**config.mk**
```make
export PLATFORM = sky130hd
export DESIGN_NAME = gaussian_blur_window_rgb
export DESIGN_NICKNAME = d
export VERILOG_FILES = /design/src/hw/rtl/gbw_pkg.sv /design/src/hw/rtl/gbw_ram.sv /design/src/hw/rtl/gaussian_blur_window_rgb.sv
export SDC_FILE = /design/constraint.sdc
export NUM_CORES = 1
export LEC_CHECK = 0
export ABC_AREA = 1
export BUFFER_PORTS_ARGS = -buffer_cell sky130_fd_sc_hd__buf_2
export CAP_MARGIN = 20
export CORE_MARGIN = 2
export CORE_UTILIZATION = 60
export DETAILED_ROUTE_END_ITERATION = 10
export PLACE_DENSITY_LB_ADDON = 0.12
export SLEW_MARGIN = 0
export SYNTH_ARGS = -nofsm -noshare
export SYNTH_HDL_FRONTEND = slang
export SYNTH_SLANG_ARGS = --single-unit
```
**constraint.sdc**
```tcl
create_clock -name clk -period 10.6 [get_ports clk]
set_input_delay 2.12 -clock clk [delete_from_list [all_inputs] [get_ports clk]]
set_output_delay 2.12 -clock clk [all_outputs]
set_load 0.005 [all_outputs]
```
**src/hw/rtl/gbw_pkg.sv**
```systemverilog
// Shared types, access codes and tap weights for the 3x3 RGB blur block.
`default_nettype none
package gbw_pkg;

  typedef logic [1:0]  func_t;
  typedef logic [1:0]  status_t;
  typedef logic [7:0]  pix_t;
  typedef logic [2:0]  lanes_t;
  typedef logic [3:0]  tap_t;
  typedef logic [13:0] weight_t;
  typedef logic [23:0] sum_t;
  typedef logic [1:0]  bank_t;

  // access codes
  localparam func_t FN_WRITE = 2'd0;
  localparam func_t FN_READ  = 2'd1;
  localparam func_t FN_COUNT = 2'd2;
  localparam func_t FN_BAD   = 2'd3;

  // status codes
  localparam status_t ST_OK    = 2'd0;
  localparam status_t ST_ERR   = 2'd1;
  localparam status_t ST_BUSY  = 2'd2;
  localparam status_t ST_EMPTY = 2'd3;

  localparam lanes_t LANES_ALL = 3'b111;
  localparam tap_t   TAP_LAST  = 4'd8;

  // one bank per color; a window lands as one row across the three banks
  localparam int    NUM_BANKS = 3;
  localparam bank_t BANK_R    = 2'd0;
  localparam bank_t BANK_G    = 2'd1;
  localparam bank_t BANK_B    = 2'd2;

  localparam weight_t W_CORNER = 14'd5102;
  localparam weight_t W_EDGE   = 14'd8082;
  localparam weight_t W_CENTER = 14'd12802;

  // Q0.16 kernel weight by tap, column-major
  function automatic weight_t tap_weight(input tap_t tap);
    weight_t w;
    case (tap)
      4'd0, 4'd2, 4'd6, 4'd8: w = W_CORNER;
      4'd4:                   w = W_CENTER;
      default:                w = W_EDGE;
    endcase
    return w;
  endfunction

endpackage
`default_nettype wire

```
**src/hw/rtl/gbw_ram.sv**
```systemverilog
// Generic single-write, single-read RAM with registered read data.
`default_nettype none
module gbw_ram #(
  parameter int WIDTH = 8,
  parameter int DEPTH = 4
) (
  input  logic                     clk,
  input  logic                     we,
  input  logic [$clog2(DEPTH)-1:0] waddr,
  input  logic [WIDTH-1:0]         wdata,
  input  logic                     re,
  input  logic [$clog2(DEPTH)-1:0] raddr,
  output logic [WIDTH-1:0]         rdata
);

  logic [WIDTH-1:0] mem [DEPTH];

  always_ff @(posedge clk) begin
    if (we) begin
      mem[waddr] <= wdata;
    end
    if (re) begin
      rdata <= mem[raddr];
    end
  end

endmodule
`default_nettype wire

```
**src/hw/rtl/gaussian_blur_window_rgb.sv**
```systemverilog
// Top level: 3x3 Gaussian blur over RGB pixel windows with a banked result queue.
// Each word's response is registered: it is valid in the cycle after the word is accepted.
// Throughput: one word per cycle while out_ready is high or no response is held; one
//   constant-weight MAC per color per write feeds the accumulators.
// Pops read the queue RAMs on acceptance; the RAM output register is the response.
// Reset (sync, active low) clears tap index, sums, queue pointers and count;
//   queue storage is not cleared.
`default_nettype none
module gaussian_blur_window_rgb #(
  parameter int RESULT_DEPTH = 8
) (
  input  logic             clk,
  input  logic             rst_n,
  input  logic             in_valid,
  output logic             in_ready,
  input  gbw_pkg::func_t   in_func,
  input  gbw_pkg::pix_t    in_red,
  input  gbw_pkg::pix_t    in_green,
  input  gbw_pkg::pix_t    in_blue,
  input  gbw_pkg::lanes_t  in_lane_enables,
  output logic             out_valid,
  input  logic             out_ready,
  output gbw_pkg::pix_t    out_read_data,
  output gbw_pkg::status_t out_status
);
  import gbw_pkg::*;

  localparam int CNT_W = $clog2(RESULT_DEPTH + 1);
  // enough rows that live entries never alias across a wrap
  localparam int ROWS  = RESULT_DEPTH / 3 + 2;
  localparam int ROW_W = $clog2(ROWS);
  localparam logic [CNT_W-1:0] FILL_MAX_WIN = CNT_W'(RESULT_DEPTH - 3);
  localparam logic [ROW_W-1:0] ROW_LAST     = ROW_W'(ROWS - 1);

  logic             in_fire;
  logic             out_valid_r, out_valid_nxt;
  tap_t             tap_r, tap_nxt;
  sum_t             sum_red_r, sum_red_nxt;
  sum_t             sum_green_r, sum_green_nxt;
  sum_t             sum_blue_r, sum_blue_nxt;
  logic [CNT_W-1:0] fill_r, fill_nxt;
  logic [ROW_W-1:0] wr_row_r, wr_row_nxt;
  logic [ROW_W-1:0] rd_row_r, rd_row_nxt;
  bank_t            rd_bank_r, rd_bank_nxt;
  pix_t             data_r, data_nxt;
  status_t          status_r, status_nxt;
  logic             pop_r;
  bank_t            pop_bank_r;
  logic             push, pop;
  weight_t          weight;
  logic [21:0]      prod_red, prod_green, prod_blue;
  sum_t             acc_red, acc_green, acc_blue;
  pix_t             push_data [NUM_BANKS];
  pix_t             bank_rdata [NUM_BANKS];
  pix_t             pop_data;

  assign in_ready = !out_valid_r || out_ready;
  assign in_fire  = in_valid && in_ready;

  assign weight     = tap_weight(tap_r);
  assign prod_red   = in_red * weight;
  assign prod_green = in_green * weight;
  assign prod_blue  = in_blue * weight;
  assign acc_red    = sum_red_r + sum_t'(prod_red);
  assign acc_green  = sum_green_r + sum_t'(prod_green);
  assign acc_blue   = sum_blue_r + sum_t'(prod_blue);

  assign push_data[BANK_R] = acc_red[23:16];
  assign push_data[BANK_G] = acc_green[23:16];
  assign push_data[BANK_B] = acc_blue[23:16];

  always_comb begin
    tap_nxt       = tap_r;
    sum_red_nxt   = sum_red_r;
    sum_green_nxt = sum_green_r;
    sum_blue_nxt  = sum_blue_r;
    fill_nxt      = fill_r;
    wr_row_nxt    = wr_row_r;
    rd_row_nxt    = rd_row_r;
    rd_bank_nxt   = rd_bank_r;
    data_nxt      = '0;
    status_nxt    = ST_OK;
    push          = 1'b0;
    pop           = 1'b0;
    if (in_fire) begin
      case (in_func)
        FN_WRITE: begin
          if (in_lane_enables != LANES_ALL) begin
            status_nxt = ST_ERR;
          end else if (tap_r == TAP_LAST && fill_r > FILL_MAX_WIN) begin
            status_nxt = ST_BUSY;
          end else if (tap_r == TAP_LAST) begin
            push          = 1'b1;
            wr_row_nxt    = (wr_row_r == ROW_LAST) ? '0 : wr_row_r + 1'b1;
            fill_nxt      = fill_r + CNT_W'(3);
            sum_red_nxt   = '0;
            sum_green_nxt = '0;
            sum_blue_nxt  = '0;
            tap_nxt       = '0;
          end else begin
            sum_red_nxt   = acc_red;
            sum_green_nxt = acc_green;
            sum_blue_nxt  = acc_blue;
            tap_nxt       = tap_r + 1'b1;
          end
        end
        FN_READ: begin
          if (fill_r == '0) begin
            status_nxt = ST_EMPTY;
          end else begin
            pop      = 1'b1;
            fill_nxt = fill_r - 1'b1;
            if (rd_bank_r == BANK_B) begin
              rd_bank_nxt = BANK_R;
              rd_row_nxt  = (rd_row_r == ROW_LAST) ? '0 : rd_row_r + 1'b1;
            end else begin
              rd_bank_nxt = rd_bank_r + 1'b1;
            end
          end
        end
        FN_COUNT: data_nxt = pix_t'(fill_r);
        default:  status_nxt = ST_ERR;
      endcase
    end
  end

  assign out_valid_nxt = in_fire || (out_valid_r && !out_ready);

  always_ff @(posedge clk) begin
    if (!rst_n) begin
      out_valid_r <= 1'b0;
      tap_r       <= '0;
      sum_red_r   <= '0;
      sum_green_r <= '0;
      sum_blue_r  <= '0;
      fill_r      <= '0;
      wr_row_r    <= '0;
      rd_row_r    <= '0;
      rd_bank_r   <= BANK_R;
    end else begin
      out_valid_r <= out_valid_nxt;
      tap_r       <= tap_nxt;
      sum_red_r   <= sum_red_nxt;
      sum_green_r <= sum_green_nxt;
      sum_blue_r  <= sum_blue_nxt;
      fill_r      <= fill_nxt;
      wr_row_r    <= wr_row_nxt;
      rd_row_r    <= rd_row_nxt;
      rd_bank_r   <= rd_bank_nxt;
    end
  end

  // response word; pop data comes straight from the RAM read register
  always_ff @(posedge clk) begin
    if (in_fire) begin
      data_r     <= data_nxt;
      status_r   <= status_nxt;
      pop_r      <= pop;
      pop_bank_r <= rd_bank_r;
    end
  end

  for (genvar b = 0; b < NUM_BANKS; b++) begin : g_bank
    gbw_ram #(
      .WIDTH ($bits(pix_t)),
      .DEPTH (ROWS)
    ) u_ram (
      .clk   (clk),
      .we    (push),
      .waddr (wr_row_r),
      .wdata (push_data[b]),
      .re    (pop && rd_bank_r == bank_t'(b)),
      .raddr (rd_row_r),
      .rdata (bank_rdata[b])
    );
  end

  always_comb begin
    case (pop_bank_r)
      BANK_R:  pop_data = bank_rdata[BANK_R];
      BANK_G:  pop_data = bank_rdata[BANK_G];
      default: pop_data = bank_rdata[BANK_B];
    endcase
  end

  assign out_valid     = out_valid_r;
  assign out_read_data = pop_r ? pop_data : data_r;
  assign out_status    = status_r;

`ifndef SYNTHESIS
  a_fill_bound: assert property (@(posedge clk) disable iff (!rst_n)
    fill_r <= CNT_W'(RESULT_DEPTH))
    else $error("result queue count above depth");

  a_tap_bound: assert property (@(posedge clk) disable iff (!rst_n)
    tap_r <= TAP_LAST)
    else $error("tap index past last tap");

  a_pop_count: assert property (@(posedge clk) disable iff (!rst_n)
    (in_fire && in_func == FN_READ && fill_r != '0) |=> fill_r == $past(fill_r) - 1'b1)
    else $error("pop did not drop queue count");

  a_busy_tap: assert property (@(posedge clk) disable iff (!rst_n)
    (out_valid_r && status_r == ST_BUSY) |-> tap_r == TAP_LAST)
    else $error("busy response without a held last tap");

  a_push_room: assert property (@(posedge clk) disable iff (!rst_n)
    push |-> fill_r <= FILL_MAX_WIN)
    else $error("window pushed without three free slots");
`endif

endmodule
`default_nettype wire

```
Word level (Yosys, flattened, before mapping)
Memories as Yosys holds them, arrays and structs flattened. A register that Yosys moved wholly into a read port is not among the register bits.
Cells that the tools add are included.
{ "totals": {"ramBits": 96, "regBits": 100, "in_bits": 33, "memories": 3} }
{ "classes": {"reduce_logical": 22, "bitwise": 3, "eq_ne": 16, "n_mux": 29, "magnitude_cmp": 1, "addsub": 9, "mul": 3} }
{ "mem_list": {"columns": ["name", "words", "word_bits", "read_ports", "rd_ports_with_merged_regs", "wr", "line", "rtl"], "rows": [
  ["g_bank[0].u_ram.mem", 4, 8, 1, 1, 1, "gbw_ram.sv:16", "logic [WIDTH-1:0] mem [DEPTH];"],
  ["g_bank[1].u_ram.mem", 4, 8, 1, 1, 1, "gbw_ram.sv:16", null],
  ["g_bank[2].u_ram.mem", 4, 8, 1, 1, 1, "gbw_ram.sv:16", null]
]} }
{ "op_table": {"columns": ["cell", "count"], "rows": [
  ["24-bit by 22-bit adder with 24-bit output", 3],
  ["24-bit two-way mux", 3],
  ["8-bit by 14-bit multiplier with 22-bit output", 3],
  ["14-bit one-hot mux with 2 select lines", 1],
  ["4-bit two-way mux", 5],
  ["8-bit one-hot mux with 2 select lines", 1],
  ["2-bit two-way mux", 6],
  ["1-bit two-way mux", 10],
  ["2-bit equality test (second input constant)", 4],
  ["4-bit by 3-bit equality test with 1-bit output (second input constant)", 2],
  ["4-bit zero test", 2],
  ["8-bit two-way mux", 1],
  ["2-bit != test (second input constant)", 4],
  ["4-bit one-hot mux with 2 select lines", 1],
  ["4-bit AND reduction", 2],
  ["2-bit by 1-bit adder with 2-bit output (second input constant)", 3],
  ["2-bit by 1-bit equality test with 1-bit output (second input constant)", 3],
  ["1-bit logical AND", 6],
  ["2-bit zero test", 3],
  ["2-bit one-hot mux with 3 select lines", 1],
  ["6-bit AND reduction", 1],
  ["5-bit AND reduction", 1],
  ["4-bit by 1-bit adder with 4-bit output (second input constant)", 1],
  ["4-bit by 2-bit adder with 4-bit output (second input constant)", 1],
  ["11 further kinds", 15]
]} }

Depth between registers and ports, before layout
Gate-level depths: netlist of the first run.
{ "depth": {"word_depth": 8, "mapped_depth": 29} }

Hierarchy
A second synthesis of the first run with hierarchy kept.
{ "hier_totals": {"cells_unflattened": 2564, "hier_area_um2": 21046.4} }
{ "modules_own_cells": {"columns": ["mod", "area_each_um2", "n_inst", "cells_per_inst"], "rows": [
  ["gaussian_blur_window_rgb", 16163.0, 1, 2141],
  ["gbw_ram", 1627.8, 3, 141]
]} }

Worst setup path before layout of the first run
OpenSTA, ideal clock, no wires.
{ "synth_path": {"path_type": "in2reg", "from": "input port in_blue[0]", "to": "memory g_bank[2].u_ram.mem[0][5] (data pin)", "t_required_ps": 10337, "path_stages": 18, "arrival_ps": 5710, "n_path_buf": 0, "setup_slack_ps": 4626, "setup_ps": 263, "cell_sequence": "inv_1 -> nor2_1 -> inv_1 -> fa_1 -> inv_1 -> fa_1 -> fa_1 -> inv_1 -> fa_1 -> inv_1 -> ha_1 -> nand2_1 -> inv_1 -> a21oi_1 -> nand3_1 -> nand2_1 -> nand3_1 -> and2_1"} }
{ "synth_via": {"elab_chain_cells": 2} }
{ "synth_rtl": {"columns": ["element", "line", "rtl"], "rows": [
  ["start, declared", "gaussian_blur_window_rgb.sv:19", "input gbw_pkg::pix_t in_blue,"],
  ["8-bit by 14-bit multiplier with 22-bit output", "gaussian_blur_window_rgb.sv:63", "assign prod_blue = in_blue * weight;"],
  ["24-bit by 22-bit adder with 24-bit output", "gaussian_blur_window_rgb.sv:66", "assign acc_blue = sum_blue_r + sum_t'(prod_blue);"],
  ["named net acc_blue[21]", "gaussian_blur_window_rgb.sv:52", "sum_t acc_red, acc_green, acc_blue;"],
  ["end, declared", "gbw_ram.sv:16", null]
]} }
The timed path passes the listed nets, and every way through them passes these cells.

Final worst setup path of the first run
{ "layout_path": {"from": "register tap_r[0]", "to": "memory g_bank[2].u_ram.mem[2][1] (data pin)"} }
{ "layout_via": {"elab_chain_cells": 5, "word_cells_on_any_way": 9, "classes_between": "add/sub: 1; mul: 1; eq/ne: 4; mux: 1; reduce/logical: 2"} }
{ "layout_rtl": {"columns": ["element", "line", "rtl"], "rows": [
  ["start, declared", "gaussian_blur_window_rgb.sv:37", "tap_t tap_r, tap_nxt;"],
  ["start signal, assigned", "gaussian_blur_window_rgb.sv:142", "tap_r <= tap_nxt;"],
  ["4-bit equality test (tied with other cells)", "gbw_pkg.sv:42", "case (tap)"],
  ["4-bit OR reduction", "gbw_pkg.sv:42", null],
  ["14-bit one-hot mux with 2 select lines *", "gbw_pkg.sv:42", null],
  ["8-bit by 14-bit multiplier with 22-bit output *", "gaussian_blur_window_rgb.sv:63", null],
  ["24-bit by 22-bit adder with 24-bit output *", "gaussian_blur_window_rgb.sv:66", null],
  ["named net acc_blue[17]", "gaussian_blur_window_rgb.sv:52", null]
]} }
Mark *: on every way through the listed nets, which the timed path passes. The rest lies on a longest branch.

==> results of run 1 <==
[worst max path at each step]
stage	cells after the start	start	to	slack (ps)
after floorplan	18	in_blue[0]	g_bank[2].u_ram.mem[0][5]$_DFFE_PP_	4630
after global routing	23	tap_r[0]$_SDFFE_PN0P_	g_bank[2].u_ram.mem[2][6]$_DFFE_PP_	3980
after global placement	19	in_blue[0]	g_bank[2].u_ram.mem[2][5]$_DFFE_PP_	4040
after detailed placement	19	in_blue[4]	g_bank[2].u_ram.mem[2][5]$_DFFE_PP_	3930
final	23	tap_r[0]$_SDFFE_PN0P_	g_bank[2].u_ram.mem[2][1]$_DFFE_PP_	4230
after CTS	23	tap_r[0]$_SDFFE_PN0P_	g_bank[2].u_ram.mem[1][5]$_DFFE_PP_	4300
[cells in the final DEF, fill, tap and decap left out, types with 6 or more instances in the layout]
| master | n |
|---|---|
| nor2_1 | 219 |
| nand3_1 | 100 |
| fa_1 | 237 |
| a21oi_1 | 133 |
| dfxtp_1 | 84 |
| o21ai_0 | 77 |
| buf_4 | 6 |
| inv_1 | 617 |
| o21bai_1 | 6 |
| ha_1 | 165 |
| or2_2 | 28 |
| nand3b_1 | 15 |
| nor3_1 | 10 |
| edfxtp_1 | 129 |
| and2_1 | 30 |
| o21ai_1 | 6 |
| nand4_1 | 9 |
| buf_2 | 44 |
| clkbuf_16 | 25 |
| nand2_1 | 432 |
| nor2_4 | 6 |
| bufinv_16 | 7 |
| inv_2 | 6 |
| o22ai_1 | 27 |
[registers in the layout (all words and copies together) (netlist names)]
| name | cells |
|---|---|
| pop_bank_r | 2 |
| pop_r | 1 |
| wr_row_r | 2 |
| data_r | 4 |
| g_bank.u_ram.rdata | 24 |
| sum_red_r | 23 |
| sum_blue_r | 23 |
| tap_r | 4 |
| out_status | 2 |
| out_valid | 1 |
| fill_r | 4 |
| rd_row_r | 2 |
| rd_bank_r | 2 |
| g_bank.u_ram.mem | 96 |
| sum_green_r | 23 |
[routing by layer]
metal  vias up  GRT usage, %  wire length [um]
met3        91          5.53              3200
li1       7405             -                 -
met1      7209          38.5             21300
met4         0          9.19              1510
met5         -             0                 0
met2       439          46.7             21400
[critical path, stage by stage (launching register included)]
cell and delay [ps]:
dfxtp_1 370, inv_1 100, ha_1 230, nand3_1 110, inv_1 270, nor2_4 510, inv_2 410, nor2_1 390
inv_1 110, fa_1 520, inv_1 60, fa_1 500, fa_1 550, inv_1 50, fa_1 500, inv_1 50
ha_1 330, nand2_1 170, inv_1 60, a21oi_1 220, nor2_1 70, nor2_1 130, nand3b_1 100, and2_1 250
[stage by stage]
step	setup WS, ps	power, W	hold WS, ps	utilization (%)
finish	4230	0.00437	471	65.9
global route	3980	0.00482	486	65.9
CTS	4300	0.00436	470	65.9
detailed placement	3930	0.00337	461	63.1
global placement	4040	0.00332	453	63.1
floorplan	4630	0.00283	443	-
[cell type report]
class | count | share of cell area, %
tap | 442 | 2.57
clock buffer | 30 | 2.99
timing repair buffer | 50 | 1.23
multi-input combinational | 1523 | 55.3
inverter | 624 | 10.9
sequential | 213 | 25.8
clock inverter | 16 | 1.29
[power by group]
part | switching [W] | total [W] | internal [W]
Sequential | 0.00000767 | 0.000964 | 0.000957
Clock | 0.000365 | 0.000973 | 0.000608
Combinational | 0.00156 | 0.00243 | 0.000871
Total | 0.00193 | 0.00437 | 0.00244
[cells by family (layout without fill, tap and decap cells)]
| group | count (synthesis) | after routing | share of synthesized area, % |
|---|---|---|---|
| adders and majority gates | 402 | 402 | 33.9 |
| DFF | 213 | 213 | 27.7 |
| AOI/OAI and AO/OA | 254 | 254 | 6.65 |
| xor gates and xnor gates | 7 | 7 | 0.306 |
| and+or+nand+nor | 860 | 860 | 18.3 |
| buffers and inverters | 675 | 720 | 13.1 |
==> flow_summary.ini, run 1 <==
[floorplan]
die_x_um = 187
die_area_um2 = 34900
num_rows = 66
die_y_um = 187
initial_utilization_pct = 61.3
io_pins = 45
coreArea_um2 = 32700

[cells_and_area]
area_growth_pct = 7.45
ff_latch_area_um2 = 5560
n_fill_cell = 2805
fin_nets = 2872
finalNonFillerCells = 2898
diodes = 0
finalInstanceArea_um2 = 21600
drive_gt1_share_pct = 5.82
multi_input_area_um2 = 11900

[synth]
yosys_register_bits = 213
synth.avg_cell_area_um2 = 8.32
synth_largest_area_cell = fa_1
synth_most_common_cell = inv_1
synth_commonest_cells = 617 x inv_1, 432 x nand2_1, 237 x fa_1
seq_area_frac_synth_pct = 27.7
syn_inst = 2411
synth_edf_count = 129
netlist.area_leader.share_pct = 23.7
synthFlopType = edfxtp_1
synth_fp_nets = 2846
async_reset_ff_share_pct = 0
syn_area_um2 = 20100
synthTopCellsByArea = fa_1 24%, edfxtp_1 19%, inv_1 12%
ys.warnings.count = 0
synth_cell_type_count = 36

[worst_setup_path]
reg2reg_to = g_bank[2].u_ram.mem[2][1]$_DFFE_PP_
crit_required_ps = 10850
reg2reg_slack_ps = 4230
critPathArrivalTime_ps = 6620
critPathMaxFanout = 18
start_kind = register
reg2reg_depth = 23
critPathKind = register to register
rr_startpoint = tap_r[0]$_SDFFE_PN0P_
endpoint_kind = register

[sta]
fmax_mhz = 157
worstMarginPinSlew_ps = 1020
drv_slew = 0
relSlewSlack_pct = 31.9
clock_skew_ps = 34.4
hold_viol_final = 0
setup_tns_ps = 0
finalSetupViolCount = 0
period_minus_slack_ps = 6370
fin_crit_sh_pct = 60.1
rsz0062_at_grt = false

[hold_path]
worstHoldEndpoint = sum_green_r[20]$_SDFFE_PN0P_
hold_path_depth = 2
hold_class = register to register
worstHoldStart = sum_green_r[20]$_SDFFE_PN0P_

[placement]
hpwl_mm = 36.8
numPortBuffers = 44
place_inst = 2852
placed_cell_area_um2 = 20600
place.gp.congestion = 0.938

[clock_network]
clock_latency_ps = 560
clock_sinks = 213
cts_hold_buf = 0
cts_made_buffers = 25
clockBufferDepth = 3
ctsHtreeMaxLevel = 1
clkTransAtPathRegs_ps = 60
cts_tree = built
cts_setup_buffers = 0
cts-resized-gates = 0
cts-root-buf = clkbuf_16

[pwr]
leakage_nw = 10.7
peakVddDrop_v = 0.000213
power_density_nw_per_um2 = 203

[route]
drt_iter0_markers = 965
drt-total-wl_mm = 47.4
drc_errors = 0
wl_per_cell_um = 16.3
via_per_inst = 5.23
vias = 15100
drt_pass1_iterations = 5
ant_nets = 0

[status]
status = finished, final reports clean

[job]
cap_violations = 0

[grt]
first_global_vias = 15900
grt_pass1_wl_mm = 79.4
grt_usage_pct = 28.5
antenna_found_initial = 0
grt_overflow = 0
grt_max_degree = 73
Note: power is estimated with default switching activity, not from simulation.
==> run 2, diff against run 1 <==
--- a/config.mk
+++ b/config.mk
@@ -9,7 +9,7 @@
 export BUFFER_PORTS_ARGS = -buffer_cell sky130_fd_sc_hd__buf_2
 export CAP_MARGIN = 20
 export CORE_MARGIN = 2
-export CORE_UTILIZATION = 60
+export CORE_UTILIZATION = 59
 export DETAILED_ROUTE_END_ITERATION = 10
 export PLACE_DENSITY_LB_ADDON = 0.12
 export SLEW_MARGIN = 0
==> constraint.sdc (replaced) <==
create_clock -name clk -period 5.2 [get_ports clk]
set_input_delay 1.04 -clock clk [delete_from_list [all_inputs] [get_ports clk]]
set_output_delay 1.04 -clock clk [all_outputs]
set_load 0.005 [all_outputs]
==> flow_summary.ini, run 2 (same netlist as run 1, synthesis figures left out) <==
[clock_network]
cts-root-buf = clkbuf_16
cts_tree = built
clock_sinks = 213
cts_made_buffers = 26
clockBufferDepth = 3
ctsHtreeMaxLevel = 1
clkTransAtPathRegs_ps = 70
clock_latency_ps = 560
cts_hold_buf = 0

[floorplan]
num_rows = 67
coreArea_um2 = 33500
io_pins = 45
initial_utilization_pct = 59.8
die_y_um = 188
die_x_um = 188
die_area_um2 = 35500

[route]
met2WireLength_mm = 23.6
routed.top_layer = met4
drc_errors = 0
wl_met1_mm = 22.5
wl_per_cell_um = 16.5
via_per_inst = 5.18
wl_met3_mm = 3.11
vias = 15900
drt-total-wl_mm = 50.6
ant_nets = 0
drt_iter0_markers = 942
drt_pass1_iterations = 5

[pwr]
peakVddDrop_v = 0.000317
power_density_nw_per_um2 = 453
fin_total_pwr_w = 0.0108
leakage_nw = 11.6

[hold_path]
hold_path_depth = 2
hold_class = register to register

[grt]
antenna_found_initial = 0
grt_usage_pct = 28.9
grt_pass1_wl_mm = 81.6
grt_overflow = 0
grt_max_degree = 54
first_global_vias = 16300

[sta]
drv_slew = 0
clock_skew_ps = 12.7
period_minus_slack_ps = 5080
fmax_mhz = 197
hold_viol_final = 0
layout_setup_ws_ps = 125
fin_crit_sh_pct = 97.6
finalSetupViolCount = 0
relSlewSlack_pct = 36.8
worstMarginPinSlew_ps = 948
setup_tns_ps = 0

[cells_and_area]
diodes = 0
drive_gt1_share_pct = 19.8
multi_input_area_um2 = 12800
final_common_cell = inv_1
reg_top3 = g_bank.u_ram.mem x96, g_bank.u_ram.rdata x24
n_fill_cell = 2616
ff_latch_area_um2 = 5560
final_cell_mix = 599 x inv_1, 403 x nand2_1, 228 x fa_1, 168 x nor2_1, 165 x buf_4
finalInstanceArea_um2 = 23800
top_register = g_bank.u_ram.mem
area_growth_pct = 18.6
fin_nets = 3040
largest_reg_flops = 96

[status]
status = finished, final reports clean

[placement]
dp_slack_ps = -196
placed_cell_area_um2 = 21800
hpwl_mm = 38.4
place.gp.congestion = 0.925
numPortBuffers = 44

[worst_setup_path]
start_kind = register
crit_required_ps = 5620
critPathKind = register to register
critPathMaxFanout = 6
critPathArrivalTime_ps = 5490
endpoint_kind = register
slowest_delay_ps = 570
cp_slowest_cell = fa_2
reg2reg_depth = 25

[job]
cap_violations = 0
[run 2: changes by cell type in the layout (fill, tap and decap cells not counted), sizes merged]
cell,previous run,this run
clkbuf,30,32
buf,50,215
bufinv,7,3
clkinv,4,10
[run 2: critical path: cells and delay by family, from the launching register on]
family	cells	cell delay, ps
flip-flops	1	330
buffers and inverters	9	1120
AND/OR/NAND/NOR	9	1010
AO/OA/AOI/OAI	1	80
adder cells (fa/ha/maj)	6	2360
[run 2: cell type report]
class	instances	share of cell area, %
multi-input cells	1523	53.9
flip-flops and latches	213	23.4
inverters	624	9.94
repair buffers	216	6.69
clock buffers	31	2.81
well taps	448	2.36
clock inverters	17	0.857
repair inverters	1	0.0473
[run 2: where the power goes]
| group | internal (W) | switching (W) |
|---|---|---|
| Combinational | 0.00302 | 0.00392 |
| Clock | 0.00108 | 0.000780 |
| Sequential | 0.00195 | 0.0000148 |
| Total | 0.00605 | 0.00471 |
[run 2: routing by layer]
metal  track usage (%)  vias to the layer above
li1                  -                     7753
met1              40.0                     7650
met2              48.5                      442
met5                 0                        -
met4              7.84                        0
met3              3.59                       84
[run 2: per-stage QoR]
stage	util [%]	hold slack [ps]	std cells
global route	70.9	486	3073
CTS	67.8	468	3063
global placement	65.1	453	3015
floorplan	-	443	2411
detailed placement	65.1	458	3015
finish	70.9	466	3073
[run 2: final timing paths]
| check | startpoint | end | slack (ps) |
|---|---|---|---|
| setup / recovery | tap_r[1]$_SDFFE_PN0P_ | sum_blue_r[10]$_SDFFE_PN0P_ | 120 |
| hold / removal | sum_red_r[3]$_SDFFE_PN0P_ | sum_red_r[3]$_SDFFE_PN0P_ | 470 |
| setup reg to reg | tap_r[1]$_SDFFE_PN0P_ | sum_blue_r[10]$_SDFFE_PN0P_ | 120 |
| hold reg to reg | sum_red_r[3]$_SDFFE_PN0P_ | sum_red_r[3]$_SDFFE_PN0P_ | 470 |
[run 2: timing repair]
| item | 4_1_cts | 5_1_grt |
|---|---|---|
| cloned | 0 | 2 |
| gates resized for setup | 12 | 252 |
| endpoints found under the setup margin | 71 | 139 |
| buffers inserted | 0 | 8 |
| pin swaps | 1 | 34 |
